`src/sv/sts_queue.sv`:
```
// ----------------------------------------------------------------------------
// sts_queue
// Two-entry job queue between the corner front end and the arithmetic back
// end. The head entry stays in place until the back end pops it.
// ----------------------------------------------------------------------------
`default_nettype none

module sts_queue #(
  parameter int WIDTH = 8
) (
  input  wire logic             clk,
  input  wire logic             rst,
  input  wire logic             push,
  input  wire logic [WIDTH-1:0] wdata,
  input  wire logic             pop,
  output logic                  full,
  output logic                  not_empty,
  output logic [WIDTH-1:0]      rdata
);

  logic [WIDTH-1:0] slot [2];
  logic             wptr;
  logic             rptr;
  logic [1:0]       fill;

  assign full      = (fill == 2'd2);
  assign not_empty = (fill != 2'd0);
  assign rdata     = slot[rptr];

  // Pointers and fill level.
  always_ff @(posedge clk) begin
    if (rst) begin
      wptr <= 1'b0;
      rptr <= 1'b0;
      fill <= 2'd0;
    end else begin
      if (push) begin
        wptr <= !wptr;
      end
      if (pop) begin
        rptr <= !rptr;
      end
      if (push && !pop) begin
        fill <= fill + 2'd1;
      end else if (pop && !push) begin
        fill <= fill - 2'd1;
      end
    end
  end

  // Entry storage.
  always_ff @(posedge clk) begin
    if (push) begin
      slot[wptr] <= wdata;
    end
  end

endmodule

`default_nettype wire

```
`config.mk`:
```
export PLATFORM = sky130hd
export DESIGN_NAME = sts_queue
export DESIGN_NICKNAME = d
export VERILOG_FILES = /design/src/sv/sts_queue.sv
export SDC_FILE = /design/constraint.sdc
export NUM_CORES = 1
export LEC_CHECK = 0
export ABC_AREA = 1
export BUFFER_PORTS_ARGS = -buffer_cell sky130_fd_sc_hd__buf_2
export CORE_MARGIN = 5
export CORE_UTILIZATION = 40
export DETAILED_ROUTE_END_ITERATION = 8
export PLACE_DENSITY = 0.69
export SLEW_MARGIN = 20
export SYNTH_ARGS = -nofsm -noshare
export SYNTH_HDL_FRONTEND = slang
export SYNTH_SLANG_ARGS = --single-unit
```
`constraint.sdc`:
```
create_clock -name clk -period 2.4 [get_ports clk]
set_input_delay 0.48 -clock clk [delete_from_list [all_inputs] [get_ports clk]]
set_output_delay 0.48 -clock clk [all_outputs]
set_load 0.01 [all_outputs]
```
==> impl_metrics.env <==
export IMPL_p_total_mw=0.678
export IMPL_final_cell_area_um2=966
export IMPL_clkPwrFrac=0.235
export IMPL_cts_tree="yes"
export IMPL_fillerInstances=184
export IMPL_maxSlewViolCount=0
export IMPL_grt_max_degree=13
export IMPL_avgSynthCellArea_um2=14.0
export IMPL_nets=96
export IMPL_synth_nets=71
export IMPL_start_kind="flop"
export IMPL_drive_above_1_share=0.427
export IMPL_hold_ws_ns=0.365
export IMPL_yosysUniqueCellTypes=16
export IMPL_p_comb_frac=0.132
export IMPL_cts_root_buf="clkbuf_4"
export IMPL_setup_violations=0
export IMPL_grt_antenna_before_repair=0
export IMPL_yosysTopAreaCellShare=0.593
export IMPL_place_hpwl_um=945
export IMPL_overflow=0
export IMPL_antenna_left=0
export IMPL_power_switching_mw=0.157
export IMPL_power_leakage_nw=0.414
export IMPL_endpoint_kind="primary output"
export IMPL_crit_chain="mux2_2 -> buf_2"
export IMPL_drc_errors=0
export IMPL_timing_final_crit_period_ns=1.85
export IMPL_pwr_density_cell_mw_per_mm2=702
export IMPL_port_buffers=21
export IMPL_crit_path_max_incr_delay_ns=0.56
export IMPL_fmax_mhz=540
export IMPL_worst_clock_skew_ns=0.00880
export IMPL_setup_tns_ns=0
export IMPL_vias_per_cell=4.33
export IMPL_grt_first_pass_wirelength_um=1760
export IMPL_drt_iter0_drc=5
export IMPL_ir_drop_mv=0.347
export IMPL_path_clk_slew_ns=0.11
export IMPL_num_vias=472
export IMPL_routedWlPerCell_um=11.5
export IMPL_syn_area_um2=811
export IMPL_dp_cells=105
export IMPL_hold_class="primary input to flop"
export IMPL_grt_usage=0.0851
export IMPL_slowest_stage="dfxtp_1"
export IMPL_cts_path_max_buffers=2
export IMPL_start_util=0.418
export IMPL_hold_violations=0
export IMPL_power_share_sequential=0.633
export IMPL_die_area_mm2=0.00303
export IMPL_gp_congestion=0.676
export IMPL_cts_htree_levels=1
export IMPL_rsz0062_at_grt="false"
export IMPL_period_share=0.771
export IMPL_seq_area_frac_synth=0.716
export IMPL_hold_buffers=0
export IMPL_synthArstFlopShare=0
export IMPL_routed_wirelength_um=1250
export IMPL_cp_required_ns=1.92
export IMPL_setup_worst_path_class="flop to primary output"
export IMPL_cp_max_fo=8
export IMPL_cts_buffers=3
export IMPL_core_mm2=0.00194
export IMPL_switching_share=0.232
export IMPL_worst_pin_slew_ns=0.680
export IMPL_area_delta_synth_final_pct=19.1
export IMPL_path_buf_inv=1
export IMPL_num_io_pins=22
export IMPL_synth_ff_type="edfxtp_1"
export IMPL_synth_seq_cells=21
export IMPL_die_w_um=55.0
export IMPL_row_count=16
export IMPL_syn_inst=58
export IMPL_postPlaceCellArea_um2=938
export IMPL_internal_power_mw=0.521
export IMPL_crit_arrival_ns=1.37
export IMPL_synth_area_leaders="edfxtp_1 59%, dfxtp_1 12%, mux2_2 11%, inv_1 3.7%, nor2_1 2.8%"
export IMPL_relSlewSlack=0.545
export IMPL_cts_setup_buffers=0
export IMPL_synth_edf_count=16
export IMPL_outcome="complete, no violations"
export IMPL_drtPass1Iterations=3
export IMPL_clk_latency_ns=0.29
export IMPL_clock_sinks=21
export IMPL_cp_top_family="flip-flops"
export IMPL_yosys_area_top_type="edfxtp_1"
export IMPL_fp_dieH_um=55.0
export IMPL_yosysMostFrequentCell="edfxtp_1"
export IMPL_synth_common_cells="16 x edfxtp_1, 8 x inv_1, 8 x mux2_2"
export IMPL_grt_pass1_vias=432
export IMPL_diodes=0
export IMPL_instances_no_fill=109
export IMPL_post_cts_resized=0
export IMPL_cap_violations=0
export IMPL_ys_warn_count=0
-- path summary, 6_finish.rpt --
path                     start              endpoint  slack [ns]  depth (start not counted)
max                       flop              rdata[3]        0.55                          2
min                   wdata[6]  slot[0][6]$_DFFE_PP_        0.37                          1
max reg2reg  wptr$_SDFFE_PP0P_  slot[0][0]$_DFFE_PP_        1.16                          1
min reg2reg  wptr$_SDFFE_PP0P_     wptr$_SDFFE_PP0P_        0.52                          2
-- metal layers --
metal,vias up,GRT usage,part of all wire
li1,244,-,-
met1,214,0.0988,0.41
met2,14,0.140,0.53
met3,0,0.0241,0.061
met4,0,0.0486,0
met5,-,0,0
-- placed cells by master, fill, tap and decap left out --
cell type and n:
edfxtp_1 16, dfxtp_1 5, clkinv_2 1, ha_1 1, nor2_1 6, nor3_1 1
o21ai_0 1, nand3_1 1, nand2_1 5, inv_1 8, xnor2_1 1, a21oi_1 1
mux2_2 8, clkbuf_4 3, nand2_2 1, buf_2 21, nand4_1 1, inv_2 1
-- power groups by stage --
| stage | logic, mW | registers [mW] | clock network [mW] |
|---|---|---|---|
| after floorplan | 0.0627 | 0.431 | 0 |
| after global placement | 0.0891 | 0.436 | 0 |
| after detailed placement | 0.0914 | 0.438 | 0 |
| after CTS | 0.0918 | 0.429 | 0.164 |
| after global routing | 0.0997 | 0.431 | 0.189 |
| final | 0.0894 | 0.429 | 0.159 |
-- logic make-up (layout without fill, tap and decap cells) --
family          count (synthesis)  in the layout  synth area share
compound gates                  2              2            0.0123
fa+ha+maj                       1              1            0.0154
simple gates                   15             15            0.0787
mux                             8              8             0.111
xor+xnor                        1              1            0.0108
buf+inv                        10             34            0.0556
flops                          21             21             0.716
-- cell type report --
class	count	area [µm²]	area share
inverter	9	33.8	0.0350
clock buffer	3	22.5	0.0233
clock inverter	1	5.00	0.00518
tap	27	33.8	0.0350
multi-input combinational	27	185	0.192
timing repair buffer	21	105	0.109
sequential	21	581	0.601
-- through the flow --
| step | setup slack (ns) | utilization |
|---|---|---|
| 2_1_floorplan | 1.14 | - |
| 3_3_place_gp | 0.844 | 0.483 |
| 3_5_place_dp | 0.817 | 0.483 |
| 4_1_cts | 0.544 | 0.497 |
| 5_1_grt | 0.482 | 0.497 |
| 6_report | 0.549 | 0.497 |
-- registers in the layout, indices dropped and copies added (netlist names), named ones only --
name and cells:
slot 16, rptr 1, wptr 1, fill 2
Note: power is estimated with default switching activity, not from simulation.
