$ cat src/sv/sts_pkg.sv
// ----------------------------------------------------------------------------
// sts_pkg
// Shared constants for the sphere triangle subdivider: field widths, register
// indexes and reset values.
// ----------------------------------------------------------------------------
`default_nettype none

package sts_pkg;

  // Default widths of the vertex index and position fields.
  localparam int INDEX_BITS = 20;
  localparam int POS_BITS   = 24;

  // Fixed widths of the radius register and texture coordinates.
  localparam int RADIUS_BITS = 23;
  localparam int TEX_BITS    = 17;

  // Extra scaling of the squared length before the square root.
  localparam int NORM_SHIFT = 12;

  // Register reset values.
  localparam logic [RADIUS_BITS-1:0] RADIUS_RESET      = 23'd65536;
  localparam int                     FIRST_INDEX_RESET = 12;

  // Register indexes on the configuration port.
  localparam logic [0:0] REG_RADIUS      = 1'b0;
  localparam logic [0:0] REG_FIRST_INDEX = 1'b1;

endpackage

`default_nettype wire

$ cat src/sv/sts_front.sv
// ----------------------------------------------------------------------------
// sts_front
// Accepts triangle corners, holds the first two, and on the third corner
// pushes the whole triangle with its base vertex index into the job queue.
// ----------------------------------------------------------------------------
`default_nettype none

module sts_front #(
  parameter int INDEX_BITS = sts_pkg::INDEX_BITS,
  parameter int POS_BITS   = sts_pkg::POS_BITS,
  localparam int TB        = sts_pkg::TEX_BITS,
  localparam int JOB_W     = 4 * INDEX_BITS + 9 * POS_BITS + 6 * TB
) (
  input  wire logic                         clk,
  input  wire logic                         rst,
  input  wire logic                         in_valid,
  output logic                              in_ready,
  input  wire logic [INDEX_BITS-1:0]        corner_index,
  input  wire logic signed [POS_BITS-1:0]   corner_x,
  input  wire logic signed [POS_BITS-1:0]   corner_y,
  input  wire logic signed [POS_BITS-1:0]   corner_z,
  input  wire logic [TB-1:0]                corner_u,
  input  wire logic [TB-1:0]                corner_v,
  input  wire logic                         index_load,
  input  wire logic [INDEX_BITS-1:0]        index_value,
  input  wire logic                         queue_full,
  output logic                              job_push,
  output logic [JOB_W-1:0]                  job_data
);

  logic [1:0]            corner_count;
  logic [INDEX_BITS-1:0] next_index;
  logic [INDEX_BITS-1:0] hidx [2];
  logic [POS_BITS-1:0]   hx   [2];
  logic [POS_BITS-1:0]   hy   [2];
  logic [POS_BITS-1:0]   hz   [2];
  logic [TB-1:0]         hu   [2];
  logic [TB-1:0]         hv   [2];
  logic                  accept;
  logic                  third;

  // The third corner needs a free queue slot; the first two are always taken.
  assign third    = (corner_count == 2'd2);
  assign in_ready = !third || !queue_full;
  assign accept   = in_valid && in_ready;
  assign job_push = accept && third;

  // Triangle job, lowest bits first: indexes A, B, C, base, positions, texture.
  assign job_data = {corner_v, corner_u, hv[1], hu[1], hv[0], hu[0],
                     corner_z, corner_y, corner_x,
                     hz[1], hy[1], hx[1], hz[0], hy[0], hx[0],
                     next_index, corner_index, hidx[1], hidx[0]};

  // Corner counter and the running vertex index.
  always_ff @(posedge clk) begin
    if (rst) begin
      corner_count <= 2'd0;
      next_index   <= INDEX_BITS'(sts_pkg::FIRST_INDEX_RESET);
    end else begin
      if (accept) begin
        corner_count <= third ? 2'd0 : corner_count + 2'd1;
      end
      if (index_load) begin
        next_index <= index_value;
      end else if (job_push) begin
        next_index <= next_index + INDEX_BITS'(3);
      end
    end
  end

  // Held corners A and B.
  always_ff @(posedge clk) begin
    if (accept && !third) begin
      hidx[corner_count[0]] <= corner_index;
      hx[corner_count[0]]   <= corner_x;
      hy[corner_count[0]]   <= corner_y;
      hz[corner_count[0]]   <= corner_z;
      hu[corner_count[0]]   <= corner_u;
      hv[corner_count[0]]   <= corner_v;
    end
  end

endmodule

`default_nettype wire

$ cat config.mk
export PLATFORM = sky130hd
export DESIGN_NAME = sts_front
export DESIGN_NICKNAME = d
export VERILOG_FILES = /design/src/sv/sts_pkg.sv /design/src/sv/sts_front.sv
export SDC_FILE = /design/constraint.sdc
export NUM_CORES = 1
export LEC_CHECK = 0
export CAP_MARGIN = 15
export CELL_PAD_IN_SITES_DETAIL_PLACEMENT = 2
export CELL_PAD_IN_SITES_GLOBAL_PLACEMENT = 2
export CORE_AREA = 2 2 212 214
export CTS_CLUSTER_DIAMETER = 50
export DETAILED_ROUTE_END_ITERATION = 10
export DIE_AREA = 0 0 214 216
export DONT_BUFFER_PORTS = 1
export GPL_ROUTABILITY_DRIVEN = 0
export PLACE_DENSITY = 0.53
export SYNTH_ARGS = -nofsm -noshare
export SYNTH_HDL_FRONTEND = slang
export SYNTH_SLANG_ARGS = --single-unit
$ cat constraint.sdc
create_clock -name clk -period 9.89 [get_ports clk]
set_clock_uncertainty 0.2 [all_clocks]
set_input_delay 0.989 -clock clk [delete_from_list [all_inputs] [get_ports clk]]
set_output_delay 0.989 -clock clk [all_outputs]
set_load 0.03 [all_outputs]
==> impl_summary.txt <==
----------------------------------------------------
[Timing]
  Worst-Margin Slew ... 0.988 ns
  Highest clock rate ... approximately 300 MHz
  Number of max-slew violations in the final report ... 0
  Worst slew margin ... 0.342
  Final sum of negative setup slack ... 0 ns
  Final critical delay including setup and external delays ... 3.32 ns
  Finish-stage setup viols ... 0
  Setup repair after global routing missed its margin ... false
  Total count of hold-check failures in the final report ... 0
  Post-route clock period utilization ... 0.336

[Pwr]
  Power Dens Cells ... ~260 nW/um^2
  Maximum VDD drop ... roughly 0.000091 V
  Leakage component of the power ... 0.00332 uW

[Setup path]
  Kind of end point of the critical path ... output port
  Data arrival, critical path ... 2.14 ns
  Crit path launch type ... primary input
  Reg-to-Reg Start ... next_index[0]
  Internal reg-to-reg setup slack ... ~6.9 ns
  Sum of buffers and inverters on the critical path ... 1
  Required time of the critical path ... 8.70 ns
  Number of cells on the worst reg-to-reg path ... 6
  Number of gates on the worst path with buffers counted ... 2
  Maximum fanout along the worst path ... 13
  Worst setup path category ... in -> out
  CP Cell Sequence ... nand4bb_1, inv_1
  Reg-to-Reg End ... next_index[16]
  Slowest cell on the critical path ... sky130_fd_sc_hd__nand4bb_1
  Category of cells accounting for the largest share of critical-path delay ... simple AND/OR/NAND/NOR gates
  Longest individual stage delay on the worst path ... roughly 0.57 ns

[Job]
  Number of maximum-capacitance violations ... 0

[Route]
  Overall routed net length ... 25600 microns
  Detailed-route wire length per cell ... 24.3 microns
  Final routed DRC violation total ... 0
  Vias/cell ... 4.05
  Pre-antenna DRT Iters ... 4
  Count of nets left with antenna violations after detail routing ... 0
  Initial detailed-routing violation count ... 216
  Total via count after detailed routing ... 4261

[Cells and area]
  Layout cell share with drive strength beyond 1 ... 0.121
  Diodes inserted ... 0
  Count of nets after finishing ... just under 600
  Relative area change from synthesis to final layout ... 9.63%
  Final core occ ... 0.243

[CTS]
  Maximum count of clock buffers along a single path ... 3
  Total of hold buffers inserted after clock tree synthesis ... 0
  Post-CTS clock slew at the launch and capture registers of the worst setup and hold paths ... 0.05 ns
  Clock Latency Late Sink ... ~0.52 ns
  Clk sinks ... 274
  Total setup buffers inserted after CTS ... 0
  CTS Buf Count ... 35
  H-tree levels ... 2
  Clock tree from TritonCTS ... built
  Number of resized instances in the post-cts repair step ... 0
  CTS root buf ... sky130_fd_sc_hd__clkbuf_16

[Synth]
  Number of different library cells in the post-synthesis netlist ... 37
  Async S/R FF share, synth ... 0
  Flip-flop and latch count after synthesis ... about 270
  Nets in the synthesized netlist ... 682
  Synth Area per Inst ... roughly 18 sq um
  Ys flop type ... sky130_fd_sc_hd__edfxtp_1
  Portion of the post-synthesis area used by sequential elements ... 0.823
  YS warnings ... 0
  Synthesized cell area ... just under 10000 sq um
  Post-synthesis cell count ... 530
  Count of flip-flops with a built-in enable after synthesis ... ~250

[Global route]
  Antenna violations before repair ... 2
  First-pass GRT wire length ... 35500 microns
  Overflow after GRT ... 0
  Pin count of the biggest net entering global routing ... 67
  GRT Total Usage ... 0.106
  Via count of the first global-routing pass ... 4620

[Floorplan]
  I/O pins ... 551
  Die height ... around 220 microns
  Initial standard-cell utilization of the core ... 0.222
  Horizontal die dimension ... around 210 microns
  Die footprint ... 46200 sq um
  Placeable core region ... 43800 sq um
  Placement Rows ... 77

[Worst hold path]
  Terminating pin of the worst hold path ... next_index[13]
  Hold Path Origin ... rst
  Hold Path Class ... in -> reg
  Number of cells traversed by the worst hold path ... 1

[Place]
  Number of buffers inserted by port buffering ... 0
  HPWL after detailed placement ... around 18000 microns

[Run status]
  Result of the run ... finished, final reports clean

----------------------------------------------------
## power by group
part	switching [uW]	internal [uW]
clock	476	766
sequential	153	1350
combinational	42.1	10.2
## cells in the mapped netlist, types with 6 or more instances
library cell               instances  share of area
sky130_fd_sc_hd__edfxtp_1        252           0.78
sky130_fd_sc_hd__buf_4           126          0.097
sky130_fd_sc_hd__dfxtp_1          22          0.045
sky130_fd_sc_hd__nor2_1           17         0.0066
sky130_fd_sc_hd__nand2_1          11         0.0042
sky130_fd_sc_hd__inv_1            10         0.0039
sky130_fd_sc_hd__a311oi_1          8         0.0072
sky130_fd_sc_hd__a21oi_1           7         0.0036
sky130_fd_sc_hd__clkbuf_1          7         0.0027
sky130_fd_sc_hd__a211oi_1          6         0.0046
sky130_fd_sc_hd__nor3_1            6         0.0031
## metal layers
layer	part of all wire	up-vias	GRT usage	routed length, microns
met5	0.0010	-	0	26
met4	0.025	4	0.0373	647
met3	0.12	57	0.0630	3150
met2	0.52	350	0.188	13300
met1	0.33	2171	0.101	8470
li1	-	1679	-	-
## worst max path at each step
stage	slack, ns	startpoint	endpoint
after floorplan	3.27	in_valid	hidx[0][0]
after global placement	6.44	queue_full	next_index[15]
after detailed placement	6.31	queue_full	next_index[15]
after CTS	6.51	queue_full	job_push
after global routing	6.46	queue_full	job_push
final	6.57	queue_full	job_push
## through the flow
stage               std cells  power, uW  setup slack (ns)  instance area, sq um  hold WS, ns
finish                   1053       2800              6.57                 10700        0.342
global placement          991       1570              6.44                  9530        0.352
detailed placement        991       1580              6.31                  9530        0.377
floorplan                 530       1650              3.27                  9730        0.312
CTS                      1053       2850              6.51                 10700        0.298
global route             1053       2900              6.46                 10700        0.293
## cells in the final DEF, fill, tap and decap left out, types with 2 or more instances in the layout
master and count:
sky130_fd_sc_hd__edfxtp_1 252, sky130_fd_sc_hd__clkbuf_16 37, sky130_fd_sc_hd__dfxtp_1 22, sky130_fd_sc_hd__nor2_1 17
sky130_fd_sc_hd__nand2_1 11, sky130_fd_sc_hd__inv_1 10, sky130_fd_sc_hd__a311oi_1 8, sky130_fd_sc_hd__a21oi_1 7
sky130_fd_sc_hd__clkbuf_1 7, sky130_fd_sc_hd__clkinv_1 6, sky130_fd_sc_hd__a211oi_1 6, sky130_fd_sc_hd__or4_1 5
sky130_fd_sc_hd__nand3_1 5, sky130_fd_sc_hd__o21ai_0 5, sky130_fd_sc_hd__xnor2_1 5, sky130_fd_sc_hd__nor3_1 5
sky130_fd_sc_hd__nor4_1 4, sky130_fd_sc_hd__o21bai_1 4, sky130_fd_sc_hd__clkinv_2 4, sky130_fd_sc_hd__and4_1 3
sky130_fd_sc_hd__a2111oi_0 3, sky130_fd_sc_hd__o31ai_1 3, sky130_fd_sc_hd__bufinv_16 3, sky130_fd_sc_hd__buf_4 3
sky130_fd_sc_hd__nand2b_1 2, sky130_fd_sc_hd__or3_1 2, sky130_fd_sc_hd__o31a_1 2, sky130_fd_sc_hd__nor4b_1 2
sky130_fd_sc_hd__inv_8 2, sky130_fd_sc_hd__inv_6 2
## cell families after synthesis
kind of cell             after synthesis  share of synthesized area
flip-flops                           274                      0.823
buffers and inverters                145                      0.105
AND/OR/NAND/NOR                       63                     0.0351
AO/OA/AOI/OAI                         41                     0.0304
XOR/XNOR                               6                    0.00540
adder cells (fa/ha/maj)                1                    0.00129
## state kept, by name, indices dropped and copies added, names as in the netlist
| name | count |
|---|---|
| hidx | 40 |
| corner_count | 2 |
| next_index | 20 |
| hz | 48 |
| hu | 34 |
| hv | 34 |
| hy | 48 |
| hx | 48 |
## area by class of cell
type / instances / area [sq um]
flip-flops and latches: 274 / 8010
clock buffers: 44 / 952
clock inverters: 18 / 185
well taps: 592 / 741
multi-input cells: 111 / 716
inverters: 11 / 41.3
fillers: 4599 / 33200
repair buffers: 3 / 22.5
(Power assumes the default switching activity.)
