**src/sv/sts_pkg.sv**
```systemverilog
// ----------------------------------------------------------------------------
// sts_pkg
// Shared constants for the sphere triangle subdivider: field widths, register
// indexes and reset values.
// ----------------------------------------------------------------------------
`default_nettype none

package sts_pkg;

  // Default widths of the vertex index and position fields.
  localparam int INDEX_BITS = 20;
  localparam int POS_BITS   = 24;

  // Fixed widths of the radius register and texture coordinates.
  localparam int RADIUS_BITS = 23;
  localparam int TEX_BITS    = 17;

  // Extra scaling of the squared length before the square root.
  localparam int NORM_SHIFT = 12;

  // Register reset values.
  localparam logic [RADIUS_BITS-1:0] RADIUS_RESET      = 23'd65536;
  localparam int                     FIRST_INDEX_RESET = 12;

  // Register indexes on the configuration port.
  localparam logic [0:0] REG_RADIUS      = 1'b0;
  localparam logic [0:0] REG_FIRST_INDEX = 1'b1;

endpackage

`default_nettype wire

```
**src/sv/sts_back.sv**
```systemverilog
// ----------------------------------------------------------------------------
// sts_back
// Works one triangle job: per edge it forms the doubled midpoint, its squared
// length, an iterative square root, an iterative division per coordinate
// unless it saturates or the length is zero, and the vertex record; at the
// end, the four triangle records. One output register feeds the result stream.
// ----------------------------------------------------------------------------
`default_nettype none

module sts_back #(
  parameter int INDEX_BITS = sts_pkg::INDEX_BITS,
  parameter int POS_BITS   = sts_pkg::POS_BITS,
  localparam int TB        = sts_pkg::TEX_BITS,
  localparam int RB        = sts_pkg::RADIUS_BITS,
  localparam int JOB_W     = 4 * INDEX_BITS + 9 * POS_BITS + 6 * TB
) (
  input  wire logic                       clk,
  input  wire logic                       rst,
  input  wire logic                       job_valid,
  input  wire logic [JOB_W-1:0]           job_data,
  output logic                            job_pop,
  input  wire logic [RB-1:0]              radius,
  input  wire logic                       out_ready,
  output logic                            out_valid,
  output logic                            record_type,
  output logic [POS_BITS-1:0]             new_x,
  output logic [POS_BITS-1:0]             new_y,
  output logic [POS_BITS-1:0]             new_z,
  output logic [TB-1:0]                   new_u,
  output logic [TB-1:0]                   new_v,
  output logic [INDEX_BITS-1:0]           tri_first,
  output logic [INDEX_BITS-1:0]           tri_second,
  output logic [INDEX_BITS-1:0]           tri_third,
  output logic                            final_of_run
);

  localparam int P       = POS_BITS;
  localparam int I       = INDEX_BITS;
  localparam int MB      = P + 1;
  localparam int NB      = 2 * P + 2;
  localparam int XB      = NB + sts_pkg::NORM_SHIFT;
  localparam int R       = XB / 2;
  localparam int PW      = RB + MB;
  localparam int DW      = PW + 7 + P;
  localparam int CB      = $clog2(R + 1);
  localparam int OFF_POS = 4 * I;
  localparam int OFF_TEX = 4 * I + 9 * P;

  typedef enum logic [9:0] {
    S_IDLE = 10'b0000000001,
    S_EDGE = 10'b0000000010,
    S_SQ   = 10'b0000000100,
    S_SQRT = 10'b0000001000,
    S_MUL  = 10'b0000010000,
    S_SAT  = 10'b0000100000,
    S_DIV  = 10'b0001000000,
    S_VTX  = 10'b0010000000,
    S_TRI  = 10'b0100000000,
    S_DONE = 10'b1000000000
  } state_t;

  state_t        state;
  logic [1:0]    edge_sel;
  logic [1:0]    coord;
  logic [1:0]    tcnt;
  logic [MB-1:0] smag [3];
  logic          sneg [3];
  logic [NB-1:0] nacc;
  logic [XB-1:0] xr;
  logic [R+1:0]  srem;
  logic [R-1:0]  root;
  logic [DW-1:0] rem;
  logic [DW-1:0] dsh;
  logic [P-2:0]  quo;
  logic [CB-1:0] cnt;
  logic [P-1:0]  res [3];

  // Job fields.
  logic [P-1:0]  jp [3][3];
  logic [TB-1:0] jt [3][2];
  logic [I-1:0]  idx_a, idx_b, idx_c, base, n1, n2;

  always_comb begin
    for (int k = 0; k < 3; k++) begin
      for (int c = 0; c < 3; c++) begin
        jp[k][c] = job_data[OFF_POS + (k * 3 + c) * P +: P];
      end
      for (int t = 0; t < 2; t++) begin
        jt[k][t] = job_data[OFF_TEX + (k * 2 + t) * TB +: TB];
      end
    end
  end

  assign idx_a = job_data[0 +: I];
  assign idx_b = job_data[I +: I];
  assign idx_c = job_data[2 * I +: I];
  assign base  = job_data[3 * I +: I];
  assign n1    = base + I'(1);
  assign n2    = base + I'(2);

  // Edge endpoints: AB, AC, BC.
  logic [1:0] ea, eb;
  assign ea = (edge_sel == 2'd2) ? 2'd1 : 2'd0;
  assign eb = (edge_sel == 2'd0) ? 2'd1 : 2'd2;

  // Doubled midpoint and its magnitude per coordinate.
  logic signed [MB-1:0] ssum [3];
  logic [MB-1:0]        smag_w [3];
  always_comb begin
    for (int c = 0; c < 3; c++) begin
      ssum[c]   = $signed({jp[ea][c][P-1], jp[ea][c]}) + $signed({jp[eb][c][P-1], jp[eb][c]});
      smag_w[c] = ssum[c][MB-1] ? MB'(-ssum[c]) : MB'(ssum[c]);
    end
  end

  // Averaged texture coordinates of the current edge.
  logic [TB:0] usum, vsum;
  assign usum = {1'b0, jt[ea][0]} + {1'b0, jt[eb][0]};
  assign vsum = {1'b0, jt[ea][1]} + {1'b0, jt[eb][1]};

  // Squared length accumulation.
  logic [NB-1:0] sq, nsum;
  assign sq   = smag[coord] * smag[coord];
  assign nsum = nacc + sq;

  // One square root step: two bits of the operand per cycle.
  logic [R+1:0] rem2, trial;
  logic         sq_ge;
  assign rem2  = {srem[R-1:0], xr[XB-1 -: 2]};
  assign trial = {root, 2'b01};
  assign sq_ge = (rem2 >= trial);

  // Scaled numerator: radius * magnitude * 64 + L / 2.
  logic [PW-1:0] prod;
  assign prod = radius * smag[coord];

  // Saturation bound and one division step.
  logic [DW-1:0] sat_bound;
  logic          dv_ge;
  logic [P-2:0]  quo_n;
  assign sat_bound = DW'(root) << (P - 1);
  assign dv_ge     = (rem >= dsh);
  assign quo_n     = {quo[P-3:0], dv_ge};

  // Signed result from a magnitude.
  function automatic logic [P-1:0] with_sign(input logic [P-2:0] m, input logic neg);
    logic [P-1:0] v;
    v = {1'b0, m};
    return neg ? -v : v;
  endfunction

  logic out_free, out_load;
  assign out_free = !out_valid || out_ready;
  assign out_load = out_free && ((state == S_VTX) || (state == S_TRI));
  assign job_pop  = (state == S_DONE);

  // Sequencer.
  always_ff @(posedge clk) begin
    if (rst) begin
      state    <= S_IDLE;
      edge_sel <= 2'd0;
      coord    <= 2'd0;
      tcnt     <= 2'd0;
      cnt      <= '0;
    end else begin
      case (state)
        S_IDLE: begin
          if (job_valid) begin
            edge_sel <= 2'd0;
            state    <= S_EDGE;
          end
        end
        S_EDGE: begin
          coord <= 2'd0;
          state <= S_SQ;
        end
        S_SQ: begin
          if (coord == 2'd2) begin
            cnt   <= CB'(R);
            state <= S_SQRT;
          end else begin
            coord <= coord + 2'd1;
          end
        end
        S_SQRT: begin
          cnt <= cnt - CB'(1);
          if (cnt == CB'(1)) begin
            coord <= 2'd0;
            state <= S_MUL;
          end
        end
        S_MUL: begin
          if (root != '0) begin
            state <= S_SAT;
          end else if (coord == 2'd2) begin
            state <= S_VTX;
          end else begin
            coord <= coord + 2'd1;
          end
        end
        S_SAT: begin
          if (rem >= sat_bound) begin
            if (coord == 2'd2) begin
              state <= S_VTX;
            end else begin
              coord <= coord + 2'd1;
              state <= S_MUL;
            end
          end else begin
            cnt   <= CB'(P - 1);
            state <= S_DIV;
          end
        end
        S_DIV: begin
          cnt <= cnt - CB'(1);
          if (cnt == CB'(1)) begin
            if (coord == 2'd2) begin
              state <= S_VTX;
            end else begin
              coord <= coord + 2'd1;
              state <= S_MUL;
            end
          end
        end
        S_VTX: begin
          if (out_free) begin
            if (edge_sel == 2'd2) begin
              tcnt  <= 2'd0;
              state <= S_TRI;
            end else begin
              edge_sel <= edge_sel + 2'd1;
              state    <= S_EDGE;
            end
          end
        end
        S_TRI: begin
          if (out_free) begin
            tcnt <= tcnt + 2'd1;
            if (tcnt == 2'd3) begin
              state <= S_DONE;
            end
          end
        end
        S_DONE: begin
          state <= S_IDLE;
        end
        default: begin
          state <= S_IDLE;
        end
      endcase
    end
  end

  // Arithmetic datapath.
  always_ff @(posedge clk) begin
    case (state)
      S_EDGE: begin
        for (int c = 0; c < 3; c++) begin
          smag[c] <= smag_w[c];
          sneg[c] <= ssum[c][MB-1];
        end
        nacc <= '0;
      end
      S_SQ: begin
        nacc <= nsum;
        if (coord == 2'd2) begin
          xr   <= {nsum, sts_pkg::NORM_SHIFT'(0)};
          srem <= '0;
          root <= '0;
        end
      end
      S_SQRT: begin
        xr <= xr << 2;
        if (sq_ge) begin
          srem <= rem2 - trial;
          root <= {root[R-2:0], 1'b1};
        end else begin
          srem <= rem2;
          root <= {root[R-2:0], 1'b0};
        end
      end
      S_MUL: begin
        if (root == '0) begin
          res[coord] <= '0;
        end else begin
          rem <= DW'({prod, 6'b0}) + DW'(root >> 1);
        end
      end
      S_SAT: begin
        if (rem >= sat_bound) begin
          res[coord] <= with_sign({(P - 1){1'b1}}, sneg[coord]);
        end else begin
          dsh <= DW'(root) << (P - 2);
          quo <= '0;
        end
      end
      S_DIV: begin
        if (dv_ge) begin
          rem <= rem - dsh;
        end
        dsh <= dsh >> 1;
        quo <= quo_n;
        if (cnt == CB'(1)) begin
          res[coord] <= with_sign(quo_n, sneg[coord]);
        end
      end
      default: begin
      end
    endcase
  end

  // Output register.
  always_ff @(posedge clk) begin
    if (rst) begin
      out_valid <= 1'b0;
    end else if (out_free) begin
      out_valid <= out_load;
    end
  end

  always_ff @(posedge clk) begin
    if (out_load) begin
      if (state == S_VTX) begin
        record_type  <= 1'b0;
        new_x        <= res[0];
        new_y        <= res[1];
        new_z        <= res[2];
        new_u        <= usum[TB:1];
        new_v        <= vsum[TB:1];
        tri_first    <= '0;
        tri_second   <= '0;
        tri_third    <= '0;
        final_of_run <= 1'b0;
      end else begin
        record_type  <= 1'b1;
        new_x        <= '0;
        new_y        <= '0;
        new_z        <= '0;
        new_u        <= '0;
        new_v        <= '0;
        final_of_run <= (tcnt == 2'd3);
        case (tcnt)
          2'd0: begin
            tri_first <= idx_a; tri_second <= base; tri_third <= n1;
          end
          2'd1: begin
            tri_first <= idx_b; tri_second <= base; tri_third <= n2;
          end
          2'd2: begin
            tri_first <= base;  tri_second <= n1;   tri_third <= n2;
          end
          default: begin
            tri_first <= idx_c; tri_second <= n1;   tri_third <= n2;
          end
        endcase
      end
    end
  end

endmodule

`default_nettype wire
```
**config.mk**
```make
export PLATFORM = sky130hd
export DESIGN_NAME = sts_back
export DESIGN_NICKNAME = d
export VERILOG_FILES = /design/src/sv/sts_pkg.sv /design/src/sv/sts_back.sv
export SDC_FILE = /design/constraint.sdc
export NUM_CORES = 2
export LEC_CHECK = 0
export BUFFER_PORTS_ARGS = -buffer_cell sky130_fd_sc_hd__buf_2
export CELL_PAD_IN_SITES_DETAIL_PLACEMENT = 0
export CELL_PAD_IN_SITES_GLOBAL_PLACEMENT = 2
export CORE_UTILIZATION = 40
export DETAILED_ROUTE_END_ITERATION = 10
export MAX_ROUTING_LAYER = met4
export PLACE_DENSITY = 0.88
export SLEW_MARGIN = 20
export SYNTH_ARGS = -nofsm -noshare
export SYNTH_HDL_FRONTEND = slang
export SYNTH_SLANG_ARGS = --single-unit
export TNS_END_PERCENT = 50
```
**constraint.sdc**
```tcl
create_clock -name clk -period 25.5 [get_ports clk]
set_input_delay 2.55 -clock clk [delete_from_list [all_inputs] [get_ports clk]]
set_output_delay 2.55 -clock clk [all_outputs]
set_load 0.05 [all_outputs]
```
==> out/metrics.csv <==
metric;value;unit
tritoncts;done;
yosys.area_share.simple;0.1402;
synth_top_family_by_area;adder cells;
synthesis.nets;10310;
critPathCaptureType;flip-flop;
die_area;200000;µm²
cp_slowest_cell;dfxtp_2;
setup_viol;0;
synth_top_cells_by_area;fa_1 (25%), edfxtp_1 (24%), ha_1 (9.7%), inv_1 (6.4%), nand2_1 (3.9%);
drc;2;
hold_buffers;0;
fin_worst_skew;66.59;ps
first_iter_violations;3733;
wl_met3;13710;µm
fp-row-count;163;
critPathLaunchType;flip-flop;
ys_seq_elements;658;
synth-edff-count;634;
layout-drive-gt1-share;0.1212;
core-area;197000;µm²
ys_warn_count;0;
n_fill_cell;19170;
die_x;447.2;µm
grt_pass1_wl;377200;µm
synth_fa_ha_area_frac;0.3498;
synth-xor-area-share;0.04663;
cts_buffers;79;
worst_slew_pin_slew;1128;ps
seqCellArea;19520;µm²
critPathMaxFanout;32;
grt_overflow;0;
fin_crit_sh;0.4383;
syn_to_final_growth;10.77;%
cts_root_buffer;clkbuf_16;
h-tree-depth;3;
worst_slew_margin_rel;0.2384;
slowest_delay;850;ps
dpl.hpwl;196700;µm
routed_via_density;5.257;
mappedNetlistArea;79270;µm²
status;finished, violations left;
highest_layer;met4;
clock_latency;740;ps
syn_area_per_cell;9.588;µm²
synthArstFlopShare;0;
wl_met1;104300;µm
drt_wl_total;246300;µm
ant_nets;0;
wl_met2;120700;µm
fin_crit;11180;ps
cts.sinks;658;
antenna_found_initial;32;
nets;10720;
dp.cells;11240;
final_max_slew_viol_count;0;
finalSetupTns;0;ps
yosysTopAreaCellShare;0.2531;
pin_count;595;
dr.pass1.iters;11;
cts_setup_buffers;0;
synth_mux_area_frac;0.03782;
stdcell_count;11410;
cts-resized-gates;0;
grt_max_degree;139;
ys_seq_area_frac;0.2462;
synth_flop_cell;edfxtp_1;
max-clock-path-buffers;3;
start_util;0.4023;
cp_data_arrival_time;11580;ps
wire_per_inst;21.59;µm
synth_cell_types;90;
fin_util;0.4457;
finalHoldViolations;0;
rsz0062_at_grt;no;
syn_inst;8267;
place.gp.congestion;0.9655;
portBuffers;594;
grt_pass1_vias;62500;
multi_input_area;53630;µm²
path_clk_slew;60;ps
track_usage;0.2552;
synth_compound_area_frac;0.09884;
violations;DRC;
crit_type;reg2reg;
max-cap-violations;0;
fp.dieH;447.2;µm
path_common_cell;fa_1;
yosys.area.top_type;fa_1;
hold_class;reg2reg;
vias;59980;
max_freq;89.48;MHz
cp.required;25900;ps
==> stage by stage <==
stage               setup slack [ps]  hold slack, ps  instance area (µm²)
detailed placement             13980           480.5                85090
CTS                            14270           485.9                87720
floorplan                      14740           438.3                79270
global route                   13660           515.7                87800
global placement               14020           461.6                85090
finish                         14320           500.2                87810
==> state kept, by name, indices dropped and copies added (netlist names), 20 cells and up, named ones only <==
name / cells
tri_first: 20
quo: 22
new_y: 24
srem: 31
nacc: 50
new_x: 24
tri_third: 20
smag: 75
res: 72
root: 31
rem: 79
tri_second: 20
xr: 50
new_z: 24
dsh: 53
==> cell type report <==
type / instances / area share
diodes: 27 / 0.0007695
clock buffers: 98 / 0.02333
clock inverters: 46 / 0.006612
inverters: 1355 / 0.05794
multi-input cells: 5916 / 0.6108
flip-flops and latches: 658 / 0.2223
well taps: 2640 / 0.03762
repair buffers: 671 / 0.04058
==> logic make-up (layout without fill, tap and decap cells) <==
kind of cell | Yosys count | after routing
simple gates | 2380 | 2380
buf+inv | 1693 | 2170
fa+ha+maj | 1615 | 1615
compound gates | 1226 | 1226
flops | 658 | 658
xor+xnor | 422 | 422
mux | 273 | 273
other cells | 0 | 27
==> critical path: cells and delay by family (launching register included) <==
family | cells | cell delay [ps]
buf+inv | 7 | 900
mux | 1 | 340
flops | 1 | 850
fa+ha+maj | 9 | 4160
simple gates | 7 | 1580
compound gates | 8 | 2680
xor+xnor | 2 | 270
==> placed cells by master, fill, tap and decap left out, drive strengths merged, types with 37 or more instances in the layout <==
cell type | Yosys | routed
a211oi | 37 | 37
a21o | 190 | 190
a21oi | 338 | 338
and2 | 364 | 364
and3 | 46 | 46
buf | 48 | 671
clkbuf | 290 | 98
edfxtp | 634 | 634
fa | 1002 | 1002
ha | 613 | 613
inv | 1353 | 1356
mux2 | 212 | 212
mux2i | 61 | 61
nand2 | 821 | 821
nand2b | 47 | 47
nand3 | 99 | 99
nand4 | 55 | 55
nor2 | 676 | 676
nor2b | 48 | 48
nor3 | 69 | 69
nor4 | 42 | 42
o21a | 60 | 60
o21ai | 312 | 312
o21bai | 37 | 37
or3 | 39 | 39
xnor2 | 236 | 236
xor2 | 186 | 186
==> final timing paths <==
check | from | endpoint | slack (ps) | cells past startpoint
setup / recovery | flip-flop | rem[52] | 14320 | 34
hold / removal | cnt[4] | cnt[4] | 500 | 1
setup reg to reg | flip-flop | rem[52] | 14320 | 34
hold reg to reg | cnt[4] | cnt[4] | 500 | 1
==> Yosys cell counts, drive strengths merged, types with 16 or more instances <==
cell	count
a2111oi	16
a211oi	37
a21boi	16
a21o	190
a21oi	338
a222oi	20
a31oi	31
and2	364
and3	46
buf	48
clkbuf	290
dfxtp	24
edfxtp	634
fa	1002
ha	613
inv	1353
mux2	212
mux2i	61
nand2	821
nand2b	47
nand3	99
nand4	55
nor2	676
nor2b	48
nor3	69
nor4	42
o211ai	18
o21a	60
o21ai	312
o21bai	37
o31ai	34
or3	39
xnor2	236
xor2	186
==> metal layers <==
layer / global-route usage / up-vias
met4: 0.07409 / 0
met2: 0.4269 / 1794
met1: 0.3217 / 29900
li1: - / 27940
met3: 0.03443 / 356
met5: - / -
Power is left out: the tool's default activity adds up to more than one toggle a clock period on the data nets, which glitch-free logic cannot reach.
